==> src/rtl/stb_pkg.sv <==
// Shared types and codes for the soft timer table bank.
// No dependencies; imported by the controller, the datapath and the top level.
`default_nettype none

package stb_pkg;

   localparam logic [2:0] MODE_TICK    = 3'd0;
   localparam logic [2:0] MODE_START   = 3'd1;
   localparam logic [2:0] MODE_STOP    = 3'd2;
   localparam logic [2:0] MODE_SESSION = 3'd3;
   localparam logic [2:0] MODE_CLEAR   = 3'd4;
   localparam logic [2:0] MODE_WRITE   = 3'd5;

   // Operation applied to each slot during a level walk
   typedef enum logic [1:0] {
      OP_TICK  = 2'd0,
      OP_START = 2'd1,
      OP_STOP  = 2'd2
   } op_type;

   typedef struct packed {
      logic load_walk;    // capture op, level and id from the request
      logic load_sess;    // capture session mask, clear outer index
      logic wr_direct;    // apply clear ready / write slot from the request
      logic rd_outer;     // read slot at the outer session index
      logic latch_outer;  // take id and start/stop choice from the outer read
      logic rd_inner;     // read slot at the walk index
      logic exec;         // update the slot fetched by rd_inner
      logic next_outer;   // advance the outer session index
      logic push_fin;     // send the final result of the item
   } cmd_type;

   typedef struct packed {
      logic fire_now;
      logic pend_v;
      logic out_free;
      logic j_end;
      logic o_end;
   } stat_type;

endpackage

`default_nettype wire

==> src/rtl/stb_ctrl.sv <==
// Sequencer of the soft timer table bank: walks levels and slots, paces results.
// Depends on stb_pkg; drives stb_dp through cmd_type, watches stat_type.
`default_nettype none

module stb_ctrl #(
   parameter int LEVELS = 4
) (
   input  wire               clock,
   input  wire               reset,
   input  wire               req_valid,
   output logic              req_stall,
   input  wire  [2:0]        req_mode,
   input  wire  [1:0]        req_level,
   input  stb_pkg::stat_type stat,
   output stb_pkg::cmd_type  cmd
);
   import stb_pkg::*;

   typedef enum logic [5:0] {
      ST_IDLE = 6'b000001,
      ST_ORD  = 6'b000010,
      ST_OLAT = 6'b000100,
      ST_RD   = 6'b001000,
      ST_EX   = 6'b010000,
      ST_FIN  = 6'b100000
   } state_type;

   state_type state_ff, state_in;
   logic      sess_mode_ff, sess_mode_in;
   logic      acc, lvl_ok, walk, sess;

   assign req_stall = (state_ff != ST_IDLE);
   assign acc       = req_valid && (state_ff == ST_IDLE);
   assign lvl_ok    = (32'(req_level) < LEVELS);
   assign walk      = lvl_ok && (req_mode == MODE_TICK || req_mode == MODE_START ||
                                 req_mode == MODE_STOP);
   assign sess      = (req_mode == MODE_SESSION);

   always_comb begin
      cmd          = '0;
      state_in     = state_ff;
      sess_mode_in = sess_mode_ff;
      unique case (state_ff)
         ST_IDLE: begin
            if (acc) begin
               cmd.load_walk = walk;
               cmd.load_sess = sess;
               cmd.wr_direct = !walk && !sess;
               sess_mode_in  = sess;
               if (walk) state_in = ST_RD;
               else if (sess) state_in = ST_ORD;
               else state_in = ST_FIN;
            end
         end
         ST_ORD: begin
            cmd.rd_outer = 1'b1;
            state_in     = ST_OLAT;
         end
         ST_OLAT: begin
            cmd.latch_outer = 1'b1;
            state_in        = ST_RD;
         end
         ST_RD: begin
            cmd.rd_inner = 1'b1;
            state_in     = ST_EX;
         end
         ST_EX: begin
            // hold while a second expiry has no room to move the first one out
            if (!(stat.fire_now && stat.pend_v && !stat.out_free)) begin
               cmd.exec = 1'b1;
               priority if (!stat.j_end) begin
                  state_in = ST_RD;
               end else if (sess_mode_ff && !stat.o_end) begin
                  cmd.next_outer = 1'b1;
                  state_in       = ST_ORD;
               end else begin
                  state_in = ST_FIN;
               end
            end
         end
         ST_FIN: begin
            if (stat.out_free) begin
               cmd.push_fin = 1'b1;
               state_in     = ST_IDLE;
            end
         end
         default: state_in = ST_IDLE;
      endcase
   end

   always_ff @(posedge clock) begin
      if (reset) begin
         state_ff     <= ST_IDLE;
         sess_mode_ff <= 1'b0;
      end else begin
         state_ff     <= state_in;
         sess_mode_ff <= sess_mode_in;
      end
   end

endmodule

`default_nettype wire

==> config.mk <==
export PLATFORM = sky130hd
export DESIGN_NAME = stb_ctrl
export DESIGN_NICKNAME = d
export VERILOG_FILES = /design/src/rtl/stb_pkg.sv /design/src/rtl/stb_ctrl.sv
export SDC_FILE = /design/constraint.sdc
export NUM_CORES = 1
export LEC_CHECK = 0
export ABC_AREA = 1
export BUFFER_PORTS_ARGS = -buffer_cell sky130_fd_sc_hd__buf_2
export CAP_MARGIN = 20
export CELL_PAD_IN_SITES_DETAIL_PLACEMENT = 0
export CELL_PAD_IN_SITES_GLOBAL_PLACEMENT = 1
export CORE_ASPECT_RATIO = 1.25
export CORE_UTILIZATION = 30
export CTS_CLUSTER_DIAMETER = 200
export DETAILED_ROUTE_END_ITERATION = 16
export PLACE_DENSITY = 0.73
export SYNTH_ARGS = -nofsm -noshare
export SYNTH_HDL_FRONTEND = slang
export SYNTH_SLANG_ARGS = --single-unit
==> constraint.sdc <==
create_clock -name clock -period 1.28 [get_ports clock]
set_input_delay 0.32 -clock clock [delete_from_list [all_inputs] [get_ports clock]]
set_output_delay 0.32 -clock clock [all_outputs]
set_load 0.02 [all_outputs]
# Word-level counts from Yosys, hierarchy flattened
# Index checks and enable logic that the tools add are counted.
[word_totals] ff_bits=7 in_bits=13 output_inout_bits=10 word_cells=48
[op_classes] n_eq_ne=13 mux=19 reduce_logical=14
[ops] operator="6-bit two-way mux" n=7
[ops] operator="6-bit one-hot mux with 6 select lines" n=1
[ops] operator="1-bit two-way mux" n=7
[ops] operator="3-bit by 2-bit == test with 1-bit output (second input constant)" n=2
[ops] operator="6-bit by 1-bit == test with 1-bit output (second input constant)" n=1
[ops] operator="6-bit by 2-bit == test with 1-bit output (second input constant)" n=1
[ops] operator="6-bit by 3-bit == test with 1-bit output (second input constant)" n=1
[ops] operator="6-bit by 4-bit == test with 1-bit output (second input constant)" n=1
[ops] operator="6-bit by 5-bit == test with 1-bit output (second input constant)" n=1
[ops] operator="6-bit == test (second input constant)" n=1
[ops] operator="3-bit two-way mux" n=2
[ops] operator="2-bit inequality test (second input constant)" n=3
[ops] operator="6-bit by 1-bit inequality test with 1-bit output (second input constant)" n=1
[ops] operator="1-bit logical AND" n=5
[ops] operator="1-bit zero test" n=4
[ops] operator="2-bit two-way mux" n=2
[ops] operator="3-bit by 1-bit == test with 1-bit output (second input constant)" n=1
[ops] operator="3-bit zero test" n=1
[ops] operator="3-bit AND reduction" n=1
[ops] operator="1-bit logical OR" n=2
[ops] operator="2-bit AND reduction" n=1

# Logic depth before layout (Yosys ltp)
[logic_depth] word_depth=7 ltp_mapped=8

# Least setup slack after synthesis
# OpenSTA, ideal clock, no wires.
[synth_timing] kind="flip-flop to output port" startpoint="reg state_ff[3]" endpoint="out cmd[7] (netlist bit)" arrival_ns=1.356 t_required_ns=0.960 slack_ns=-0.396 stages_incl_launch_ff=4 path_buffers=0 path_cell_list="dfxtp_1 > nor2_4 > nand3_4 > nor4_1"
[synth_rtl] item="start, declared" line_no="stb_ctrl.sv:28" text="state_type state_ff, state_in;"
[synth_rtl] item="start signal, assigned" line_no="stb_ctrl.sv:96" text="state_ff <= state_in;"
[synth_rtl] item="end, declared" line_no="stb_ctrl.sv:15" text="output stb_pkg::cmd_type cmd"

==> reports/qor.txt <==
Status - finished with violations
Failing checks - setup timing
Post-synthesis adder-cell area fraction - 0%
CP Cell Sequence - nor2_4 -> buf_6 -> nand3_4 -> nor4_4 -> buf_4
Leakage - 0.516 nW
Fin crit period - 1.65 ns
GR Overflow Total - 0
CTS sink count - 7
Pre-Repair DR Iteration Count - 2
Fin util - 60.6%
Antenna-violating nets left - 0
Sw Pwr - 366 uW
Yosys warning count - 0
Area share of the largest cell type after synthesis - 26.0%
Post-synth top flop - dfxtp_1
CP delay by family, top - simple AND/OR/NAND/NOR gates
Post-Route WL - 1.60 mm
CORE AREA - 1620 um2
Site row count - 16
Final nets - 147
Pins Over Slew Limit - 0
R2R cell count - 9
Post-Syn Area per Cell - 6.48 um2
Residual DRC count - 0
Largest net degree at the start of global routing - 8
Worst-Skew Late Latency - 0.26 ns
Share of post-route cells with drive strength above 1 - 56.4%
Largest family of logic cells by synthesized area - simple AND/OR/NAND/NOR gates
Internal - 575 uW
Peak supply drop - 668 uV
Hold Path Cell Cnt - 2
Setup crit start - state_ff[3]
Ys async rst share - 0%
Worst hold endpoint - state_ff[4]
Clock Power Share - 22.7%
Synth Area in Compound Gates - 8.14%
Synthesized flop and latch total - 7
Post-synth EDFFs - 0
Slowest CP cell - dfxtp_2
Pre-CTS WS - -0.144 ns
Final worst slack - -0.374 ns
Wire per inst - 10.6 um
Post-Synth XOR/XNOR Area - 0%
HP Class - primary input to register
Die Footprint - 1970 um2
Endpoints failing hold - 0
Total stage count of the critical path - 5
Seq/Total Area, Yosys - 26.0%
DRT iter0 DRCs - 9
Count leader, synth - inv_1
Reg2reg start - state_ff[3]
Die Ht - 49.3 um
CTS Buf Count - 3
Slew headroom - 84.1%
DIE WIDTH - 39.9 um
Fillers - 171
RSZ-0062 raised after global routing - true
Fmax - 0.605 GHz
Ranking of synthesized cells by area - dfxtp_1 26%, inv_1 11%, nor2_1 10%
H-tree levels - 1
Syn nets - 96
Clock slew at reported path FFs - 0.06 ns
Port Buffers - 20
Placer congestion estimate - 0.824
FF+latch area - 150 um2
Simple-Gate Fraction of Synth Area - 54.7%
Global Route Usage Sum - 19.6%
DR vias - 703
Reg2reg end - state_ff[5]
Hold_buf cts - 0
Flop pwr share - 27.6%
Logic pwr share - 49.7%
Synth cell types - 18
Worst Path Required - 0.96 ns
Kind of end point of the critical path - primary output
Setup Crit Path Kind - register to primary output
Post-DP HPWL - 1.24 mm
Initial antenna violation count - 0
Hold path startpoint - reset
Power Dens Cells - 956 nW/um2
Mux cell area share after synthesis - 0%
Routed vias/inst - 4.66
Starting Density - 33.2%
Setup crit start kind - register
Area Growth Syn to Fin - 82.8%
Synthesized cell area - 538 um2
Worst-path maximum fanout - 5
Final Setup Violations - 15
Clock Root Buffer - clkbuf_4
TritonCTS clock tree - done
Total chip power - 941 uW
Reg2reg setup slack - -0.12 ns
Vias in the first global route - 651
Setup TNS - -3.50 ns
Sw Ratio - 38.9%
Dominant cell type by area after synthesis - dfxtp_1
Footprint of the multi-input gates - 388 um2
Delay of the slowest critical-path stage - 0.33 ns
Worst Path Buf+Inv - 2
Worst slew pin tran - 0.238 ns
N_diodes - 0
Critical Path AT - 1.33 ns
Fin crit share - 129%
Maximum root-to-sink buffer count - 2
First-pass GRT wire length - 2.69 mm
Syn Inst Count - 83
Clk_skew - 0.00472 ns
Max_cap viols - 0
Post-synth top cells - 16 x inv_1, 15 x nor2_1, 10 x nand2_1
I/O Pins - 23
final cells by class:
cell class | count | area share, %
Clock buffer | 4 | 2.67
Timing Repair Buffer | 46 | 34.2
Inverter | 16 | 6.11
Multi-Input combinational cell | 60 | 39.4
Tap cell | 18 | 2.29
Sequential cell | 7 | 15.3
flip-flops by register name, indices dropped and copies added (netlist names):
register / cells
sess_mode_ff: 1
state_ff: 6
repair_timing:
action / CTS / global route
pin swaps: 5 / 5
buffers inserted: 5 / 2
setup endpoints to repair: 15 / 16
resized for setup: 21 / 4
layer usage:
layer	part of all wire, %	up-vias	global-route usage, %	wire length, um
met3	2.5	4	2.74	40
met4	2.0	0	6.90	32
met5	0	-	0	0
met1	44	319	24.4	707
met2	51	13	32.3	819
li1	-	367	-	-
kinds of logic after synthesis:
group,count (synthesis)
DFF,7
buffers and inverters,16
AOI/OAI and AO/OA,8
and+or+nand+nor,52
power by group through the flow:
stage / clock, mW / sequential, mW / combinational, mW
2_1_floorplan: 0 / 0.255 / 0.239
6_report: 0.213 / 0.259 / 0.468
5_1_grt: 0.230 / 0.262 / 0.509
3_3_place_gp: 0 / 0.256 / 0.406
4_1_cts: 0.214 / 0.258 / 0.460
3_5_place_dp: 0 / 0.257 / 0.413
worst max-delay path by stage:
stage          endpoint
2_1_floorplan    cmd[7]
6_report         cmd[8]
3_5_place_dp     cmd[1]
4_1_cts          cmd[8]
5_1_grt          cmd[8]
3_3_place_gp     cmd[1]
cells in the final DEF, fill, tap and decap left out:
cell type  synthesis  final
nand3_2            1      1
nor3_2             1      1
nor2_4             4      7
dfxtp_2            0      5
buf_2              0     11
clkbuf_1           0      1
nand3_4            1      1
nand3_1            5      5
nor2_2             3      2
dfxtp_4            0      1
nor4_4             0      2
nor2_1            15     13
nor3_1             1      1
nand2_2            4      4
a21oi_1            4      4
o21ai_1            2      3
buf_4              0     30
nand2_1           10     10
dfxtp_1            7      1
inv_1             16     15
inv_2              0      1
clkbuf_4           0      3
buf_6              0      5
o21ai_2            1      1
nand4_1            5      5
stage by stage:
| step | area, um2 | std cells | hold slack (ns) |
|---|---|---|---|
| 2_1_floorplan | 578 | 83 | 0.389 |
| 3_3_place_gp | 843 | 140 | 0.484 |
| 3_5_place_dp | 843 | 140 | 0.486 |
| 4_1_cts | 963 | 149 | 0.331 |
| 5_1_grt | 983 | 151 | 0.332 |
| 6_report | 983 | 151 | 0.320 |
(Power assumes the default switching activity.)
